==> config.mk <==
export PLATFORM = sky130hd
export DESIGN_NAME = rsi_read_frame_deframer
export DESIGN_NICKNAME = d
export VERILOG_FILES = /design/src/hw/rtl/rsfd_pkg.sv /design/src/hw/rtl/rsfd_parser.sv /design/src/hw/rtl/rsi_read_frame_deframer.sv
export VERILOG_INCLUDE_DIRS = /design/src /design/src/hw/rtl
export SDC_FILE = /design/constraint.sdc
export NUM_CORES = 1
export LEC_CHECK = 0
export BUFFER_PORTS_ARGS = -buffer_cell sky130_fd_sc_hd__buf_2
export CAP_MARGIN = 15
export CORE_MARGIN = 10
export CORE_UTILIZATION = 60
export CTS_BUF_LIST = sky130_fd_sc_hd__clkbuf_2
export DETAILED_ROUTE_END_ITERATION = 8
export PLACE_DENSITY = 0.78
export SETUP_SLACK_MARGIN = 0.02
export SYNTH_ARGS = -nofsm -noshare
export SYNTH_HDL_FRONTEND = slang
export SYNTH_SLANG_ARGS = --single-unit
==> constraint.sdc <==
create_clock -name clk -period 9.89 [get_ports clk]
set_input_delay 0.4945 -clock clk [delete_from_list [all_inputs] [get_ports clk]]
set_output_delay 0.4945 -clock clk [all_outputs]
set_load 0.02 [all_outputs]
==> src/hw/rtl/rsi_read_frame_deframer_macros.svh <==
// assertion helpers for the deframer
`ifndef RSI_READ_FRAME_DEFRAMER_MACROS_SVH
`define RSI_READ_FRAME_DEFRAMER_MACROS_SVH

// same-cycle implication, checked out of reset
`define RSFD_ASSERT_NOW(lbl, ante, cons) \
	lbl: assert property (@(posedge clk) disable iff (!arst_n) (ante) |-> (cons)) \
		else $error("rsfd check failed");

// next-cycle implication, checked out of reset
`define RSFD_ASSERT_NEXT(lbl, ante, cons) \
	lbl: assert property (@(posedge clk) disable iff (!arst_n) (ante) |=> (cons)) \
		else $error("rsfd check failed");

`endif

==> src/hw/rtl/rsfd_pkg.sv <==
`default_nettype none

package rsfd_pkg;

	localparam int unsigned HistDepth = 7;

	// header text, oldest byte first
	localparam logic [7:0] HEADER_TEXT [8] = '{8'h52, 8'h53, 8'h49, 8'h5f,
		8'h52, 8'h45, 8'h41, 8'h44};

	typedef struct packed {
		logic [7:0]  frame_type;
		logic [15:0] frame_length;
		logic [7:0]  payload_byte;
		logic [15:0] byte_offset;
		logic        last_of_frame;
		logic        empty_frame;
	} result_t;

endpackage

`default_nettype wire

==> src/hw/rtl/rsfd_parser.sv <==
`default_nettype none

module rsfd_parser (
	input  wire logic             clk,
	input  wire logic             arst_n,
	input  wire logic             step,
	input  wire logic [7:0]       rx_byte,
	output logic                  res_valid,
	output rsfd_pkg::result_t     res
);

	typedef enum logic [2:0] {
		PH_HUNT    = 3'd0,
		PH_TYPE    = 3'd1,
		PH_LEN_LO  = 3'd2,
		PH_LEN_HI  = 3'd3,
		PH_PAYLOAD = 3'd4
	} phase_t;

	phase_t      phase_q, phase_d;
	logic [7:0]  hist_q [rsfd_pkg::HistDepth];
	logic [7:0]  type_q, type_d;
	logic [15:0] len_q, len_d;
	logic [15:0] count_q, count_d;
	logic        hdr_match;
	logic        pay_last;
	logic [15:0] len_full;

	// newest previous byte sits in hist_q[0]
	always_comb begin
		hdr_match = (rx_byte == rsfd_pkg::HEADER_TEXT[7]);
		for (int k = 0; k < rsfd_pkg::HistDepth; k++) begin
			if (hist_q[k] != rsfd_pkg::HEADER_TEXT[6 - k]) begin
				hdr_match = 1'b0;
			end
		end
	end

	assign len_full = {rx_byte, len_q[7:0]};
	assign pay_last = ({1'b0, count_q} + 17'd1) >= {1'b0, len_q};

	always_comb begin
		phase_d   = phase_q;
		type_d    = type_q;
		len_d     = len_q;
		count_d   = count_q;
		res_valid = 1'b0;
		res       = '{frame_type: type_q, frame_length: len_q, payload_byte: 8'd0,
			byte_offset: 16'd0, last_of_frame: 1'b0, empty_frame: 1'b0};
		case (phase_q)
			PH_TYPE: begin
				type_d  = rx_byte;
				phase_d = PH_LEN_LO;
			end
			PH_LEN_LO: begin
				len_d   = {8'd0, rx_byte};
				phase_d = PH_LEN_HI;
			end
			PH_LEN_HI: begin
				len_d   = len_full;
				count_d = 16'd0;
				if (len_full == 16'd0) begin
					res_valid         = 1'b1;
					res.frame_length  = len_full;
					res.last_of_frame = 1'b1;
					res.empty_frame   = 1'b1;
					phase_d           = PH_HUNT;
				end else begin
					phase_d = PH_PAYLOAD;
				end
			end
			PH_PAYLOAD: begin
				res_valid         = 1'b1;
				res.payload_byte  = rx_byte;
				res.byte_offset   = count_q;
				res.last_of_frame = pay_last;
				count_d           = count_q + 16'd1;
				if (pay_last) begin
					phase_d = PH_HUNT;
				end
			end
			default: begin
				phase_d = hdr_match ? PH_TYPE : PH_HUNT;
			end
		endcase
	end

	always_ff @(posedge clk or negedge arst_n) begin
		if (!arst_n) begin
			phase_q <= PH_HUNT;
			type_q  <= 8'd0;
			len_q   <= 16'd0;
			count_q <= 16'd0;
			for (int k = 0; k < rsfd_pkg::HistDepth; k++) begin
				hist_q[k] <= 8'd0;
			end
		end else if (step) begin
			phase_q <= phase_d;
			type_q  <= type_d;
			len_q   <= len_d;
			count_q <= count_d;
			hist_q[0] <= rx_byte;
			for (int k = 1; k < rsfd_pkg::HistDepth; k++) begin
				hist_q[k] <= hist_q[k - 1];
			end
		end
	end

endmodule

`default_nettype wire

==> src/hw/rtl/rsi_read_frame_deframer.sv <==
// header-hunting frame deframer
// s_axis: one received byte per transfer in s_axis_tdata[7:0]
// the block hunts for an eight-byte header text, then takes a type byte,
// a 16-bit length (low byte first) and that many payload bytes
// m_axis: one transfer per payload byte, or one for a zero-length frame
//   m_axis_tdata  type, length, payload byte and offset
//   m_axis_tlast  last transfer of the frame
//   m_axis_tuser  frame had zero length (payload byte and offset are zero)
// header and length bytes give no output transfer
// a byte accepted from s_axis is held in the input register, and its result is
// registered in the output register before it is presented on m_axis
// throughput: one byte per cycle while m_axis does not stall, set by the
// combinational parse step between the input register and the output register
// when m_axis stalls, the output register holds and the input register still
// takes one more byte; s_axis_tready falls once both are full
// reset clears the byte history, the parse state and both valid flags; the
// block starts hunting for a header
`default_nettype none

`include "rsi_read_frame_deframer_macros.svh"

module rsi_read_frame_deframer (
	input  wire logic        clk,
	input  wire logic        arst_n,
	input  wire logic        s_axis_tvalid,
	output logic             s_axis_tready,
	input  wire logic [7:0]  s_axis_tdata,  // rx_byte
	output logic             m_axis_tvalid,
	input  wire logic        m_axis_tready,
	// frame_type, frame_length, payload_byte, byte_offset
	output logic [47:0]      m_axis_tdata,
	output logic             m_axis_tlast,  // last_of_frame
	output logic [0:0]       m_axis_tuser   // empty_frame
);

	logic              valid_s1;
	logic [7:0]        byte_s1;
	logic              res_free;
	logic              step;
	logic              res_valid;
	rsfd_pkg::result_t res;
	logic              out_valid_q;
	rsfd_pkg::result_t out_q;

	assign res_free      = !out_valid_q || m_axis_tready;
	assign step          = valid_s1 && res_free;
	assign s_axis_tready = !valid_s1 || res_free;

	always_ff @(posedge clk or negedge arst_n) begin
		if (!arst_n) begin
			valid_s1 <= 1'b0;
		end else if (s_axis_tready) begin
			valid_s1 <= s_axis_tvalid;
		end
	end

	always_ff @(posedge clk) begin
		if (s_axis_tready && s_axis_tvalid) begin
			byte_s1 <= s_axis_tdata;
		end
	end

	rsfd_parser u_parser (
		.clk       (clk),
		.arst_n    (arst_n),
		.step      (step),
		.rx_byte   (byte_s1),
		.res_valid (res_valid),
		.res       (res)
	);

	always_ff @(posedge clk or negedge arst_n) begin
		if (!arst_n) begin
			out_valid_q <= 1'b0;
		end else if (res_free) begin
			out_valid_q <= step && res_valid;
		end
	end

	always_ff @(posedge clk) begin
		if (step && res_valid) begin
			out_q <= res;
		end
	end

	assign m_axis_tvalid   = out_valid_q;
	assign m_axis_tdata    = {out_q.byte_offset, out_q.payload_byte,
		out_q.frame_length, out_q.frame_type};
	assign m_axis_tlast    = out_q.last_of_frame;
	assign m_axis_tuser[0] = out_q.empty_frame;

	`RSFD_ASSERT_NOW(a_empty_is_last, m_axis_tvalid && m_axis_tuser[0], m_axis_tlast)
	`RSFD_ASSERT_NOW(a_empty_no_data, m_axis_tvalid && m_axis_tuser[0], m_axis_tdata[47:8] == 40'd0)
	`RSFD_ASSERT_NEXT(a_s1_held, valid_s1 && !res_free, valid_s1 && $stable(byte_s1))
	`RSFD_ASSERT_NEXT(a_out_held, m_axis_tvalid && !m_axis_tready, m_axis_tvalid && $stable(m_axis_tdata))

endmodule

`default_nettype wire

Word level (Yosys, flattened, before mapping)
Index checks and enable logic that the tools add are counted.

Bits in registers: 159. Input bits: 12. Output and inout port bits: 52. Word-level logic and storage cells: 72.

Add/sub/neg operators: 2. Magnitude comparators: 1. Equality and inequality tests: 13. Mux-type cells: 19. Bitwise operators: 1. Reductions and logical operators: 15.

Operators by type and width (count): $pmux 16 s2 (2); $ne 8x7->1 const B (7); $mux 16 (2); $add 16x1->17 const B (1); $ge 17x16->1 (1); $add 16x1->16 const B (1); $logic_not 16->1 (1); $pmux 3 s4 (1); $mux 1 (9); $eq 8x7->1 const B (1); $reduce_and 2->1 (4); $eq 3x2->1 const B (2); $mux 3 (2); $pmux 1 s2 (2); $reduce_bool 2->1 (2); $eq 3x1->1 const B (1); $eq 3x3->1 const B (1); $logic_and 1x1->1 (3); $reduce_and 3->1 (1); $logic_not 1->1 (2); $logic_or 1x1->1 (2); $mux 2 (1); $ne 2x1->1 const B (1); $not 1->1 (1).

Longest topological paths before layout
Depth in word-level cells: 10. Gate-level depth with buffers: 12. Mapped depth without buffers: 11.

Hierarchy
From an unflattened synthesis, not the netlist that was laid out.

Cell total of the unflattened synthesis: 521. Area, all modules: 6857.8 µm².

By module, submodules not included: rsfd_parser (times used 1, cells each 453, area each 5004.8 µm², seq. area each 2477.4 µm²); rsi_read_frame_deframer (times used 1, cells each 68, area each 1853.0 µm², seq. area each 1791.7 µm²).

Worst setup path before layout
Ideal clock, no wire load.

Path type: reg-to-reg. Start: reg byte_s1[3]. End: reg out_q, in the netlist m_axis_tdata[0], enable pin. Setup time: 458 ps. Data arrival time: 3254 ps. Data required time: 9432 ps. Setup slack: 6178 ps. Stages on the path, launching flop included: 6. Buffers on the path: 0. Clock period less this slack: 3712 ps. Cells stage by stage: edfxtp_1 -> nor4_1 -> nand2_1 -> nor3b_1 -> nor2_1 -> nor2_1.

Longest elaborated chain between the ends: 4.

Ends and longest elaborated chain: start, declared (line rsi_read_frame_deframer.sv:37) `logic [7:0] byte_s1;`; start signal, assigned (line rsi_read_frame_deframer.sv:59) `byte_s1 <= s_axis_tdata;`; $logic_not 16->1 (line rsfd_parser.sv:62) `if (len_full == 16'd0) begin`; $mux 1 (line rsfd_parser.sv:62); $pmux 1 s2 (line rsfd_parser.sv:50) `case (phase_q)`; $logic_and 1x1->1 (line rsi_read_frame_deframer.sv:81) `if (step && res_valid) begin`; end signal, assigned (line rsi_read_frame_deframer.sv:82) `out_q <= res;`; end, declared (line rsi_read_frame_deframer.sv:43) `rsfd_pkg::result_t out_q;`.

No other way between the ends. A chain may end at the register's enable or synchronous reset.

==> key figures <==
Status
  • Status: complete, no violations

Worst setup path
  • Endpoint type of the worst setup path: register
  • CP arrival: ~3.5 ns
  • Startpoint type of the worst setup path: register
  • CP Max Fanout: 9
  • CP Data Required Time: ~10 ns
  • Worst r2r path cells: 11
  • Critical path class: register to register

Clock network
  • CTS Sinks: around 160
  • Number of gates resized after CTS: 0
  • Clk slew on worst S/H paths: ~0.21 ns
  • Post-CTS Setup Repair Bufs: 0
  • CTS Buf Count: 17
  • Clock Tree Buf Depth: 2
  • CTS tree: yes
  • CTS H-Tree Depth: 4
  • CTS root buf: clkbuf_2
  • Clk Latency, worst-skew pair: about 0.75 ns

Floorplan
  • Die ar.: around 16000 sq um
  • Initial core utilization: between 60% and 70%
  • I/O pin count: between 60 and 70
  • FP Rows: 39
  • Core area: approximately 11000 sq um
  • Die X: 127.1 microns
  • Die height: roughly 130 microns

Yosys
  • Yosys cell types: 55
  • Post-synth top cells: 201 x nand2_1, 101 x dfrtp_1, 58 x edfxtp_1, 26 x and2_1
  • Synth Instances: around 620
  • Top-count cell post-synth: nand2_1
  • Synth async-reset ratio: 63.52%
  • Mean Syn Cell Area: about 11 sq um
  • Seq/Total Area, Yosys: 62.00%
  • Synth top area cells: dfrtp_1 37%, edfxtp_1 25%, nand2_1 11%
  • Leading area contributor after synthesis: dfrtp_1
  • Yosys top cell area share: between 30% and 40%
  • Mapped cell area: approximately 7000 sq um
  • Top_reg_cell synth: dfrtp_1
  • Yosys warning count: 0
  • Post-synth EDFFs: between 50 and 60
  • Synthesized flop and latch total: ~160
  • Syn_nets: approximately 650

Timing
  • Max Freq: approximately 330 MHz
  • Count of final hold-check violations: 0
  • TNS Setup: 0 ns
  • Worst slew pin tran: 1.088 ns
  • Final setup vio count: 0
  • Relative slew slack: between 20% and 30%
  • Max-slew violation count: 0
  • RSZ-0062 raised after global routing: false
  • Fin Clk Skew: between 0.04 and 0.05 ns
  • Crit share post-route: between 30% and 40%
  • Worst Slack Setup Final: about 6.9 ns
  • Crit path time final: roughly 3 ns

GRT
  • Initial antenna violation count: 0
  • Gr usage total: between 10% and 20%
  • Largest net degree at the start of global routing: 73
  • Vias in the first global route: ~4800
  • Total gr overflow: 0
  • First-pass GRT wire length: ~24000 microns

Placement
  • Port bufs: between 60 and 70
  • Dpl hpwl: just under 10000 microns
  • Placer Congestion: approximately 0.85
  • Post-Place Setup Slack: approximately 6.9 ns

Pwr
  • Maximum vdd drop: around 0.00017 V
  • Power Dens Cells: approximately 240 nW/um^2
  • Leakage: between 3 and 4 nW

Hold path
  • Hold WC Path Type: primary input to register
  • Hold Crit Depth: 3

Layout
  • ANT cells: 0
  • Final layout net count: 719
  • Synth-to-Final Area Change: 11.27%
  • Share of cells above drive strength 1: roughly 18%

Routing
  • Number of DRC markers in iteration 0: 524
  • DRT Pass-1 Iters: 6
  • DR vias: about 4800
  • Final WL: ~15000 microns
  • DR vias/cell: about 5.7
  • DR DRC count: 0
  • Routed len/inst: 17.15 microns
  • Post-DRT Antenna Nets: 0

Run
  • Max cap viols: 0
[layout make-up]
cell class / count / area (sq um)
Fill cell: 852 / 3660
Multi-Input combinational cell: 416 / 2422
Tap cell: 143 / 178.9
Sequential cell: 159 / 4269
Inverter: 18 / 67.56
Clock inverter: 12 / 167.7
Clock buffer: 20 / 100.1
Timing Repair Buffer: 78 / 455.4
[flip-flops by register name (all words and copies together), names as in the netlist]
signal and count:
byte_s1 8, m_axis_tdata 48, m_axis_tlast 1, m_axis_tuser 1
m_axis_tvalid 1, u_parser.count_q 16, u_parser.hist_q 56, u_parser.len_q 16
u_parser.phase_q 3, u_parser.type_q 8, valid_s1 1
[repair_timing]
action / in CTS / in global routing
endpoints found under the hold margin: 38 / 0
hold buffers: 10 / 0
endpoints found under the setup margin: 0 / 0
[layout by cell type (no fill, tap or decap), drive strengths merged, types with 4 or more instances in the layout]
| cell | instances |
|---|---|
| clkinv | 7 |
| nor2 | 22 |
| and2 | 26 |
| buf | 68 |
| a21oi | 5 |
| o31ai | 6 |
| nand2 | 202 |
| nand4 | 10 |
| nand3 | 14 |
| nor4 | 7 |
| inv | 18 |
| bufinv | 4 |
| dfrtp | 101 |
| edfxtp | 58 |
| mux2 | 16 |
| a31oi | 6 |
| dlygate4sd3 | 10 |
| nor3 | 4 |
| xnor2 | 12 |
| ha | 17 |
| nor4b | 7 |
| clkbuf | 20 |
| o21ai | 22 |
| a32o | 7 |
| o211ai | 4 |
[layer usage]
layer	share of wire, %	wire, microns	up-vias	track usage, %
li1	-	-	2264	-
met1	41	5918	2363	21.70
met2	51	7427	129	31.29
met3	5.7	834	25	5.045
met4	2.3	327	0	7.837
met5	0	0	-	0
[critical path: stages, from the launching register on]
cell	delay (ns)
dfrtp_1	0.54
ha_1	0.37
nand2_1	0.14
nor4_4	0.38
nand2_1	0.17
xnor2_1	0.17
ha_1	0.30
nand4_1	0.11
nor4_1	0.06
a211oi_1	0.22
o211ai_1	0.17
a21o_1	0.20
[logic make-up (layout without fill, tap and decap cells)]
kind of cell,after synthesis,count (layout),share of synthesized area (%)
xor+xnor,15,15,1.908
mux,16,16,3.053
fa+ha+maj,17,17,3.089
simple gates,311,311,21.59
flops,159,159,62.00
buf+inv,48,128,2.944
compound gates,57,57,5.415
[through the flow]
stage	power, mW	utilization, %	area, sq um	hold slack (ns)	cells
2_1_floorplan	1.314	-	6885	0.1989	623
3_3_place_gp	1.433	64.42	7293	0.4411	804
3_5_place_dp	1.461	64.42	7293	0.4491	804
4_1_cts	1.839	67.67	7661	0.003313	846
5_1_grt	1.947	67.67	7661	0.05734	846
6_report	1.836	67.67	7661	0.05532	846
[worst paths after layout]
path                                   endpoint  slack (ns)                start
hold / removal                         valid_s1        0.06        m_axis_tready
min in group asynchronous    u_parser.type_q[6]        0.17               arst_n
max in group asynchronous  u_parser.count_q[15]        8.44               arst_n
setup reg to reg                   m_axis_tlast        6.86  u_parser.count_q[0]
hold reg to reg              u_parser.hist_q[4]        0.50   u_parser.hist_q[4]
setup / recovery                   m_axis_tlast        6.86  u_parser.count_q[0]
[power by group]
group          switching (mW)  internal (mW)
Sequential              0.148          0.869
Combinational           0.255          0.177
Clock                   0.219          0.167
Total                   0.622           1.21
No activity file was read; power rests on OpenSTA's default activity.
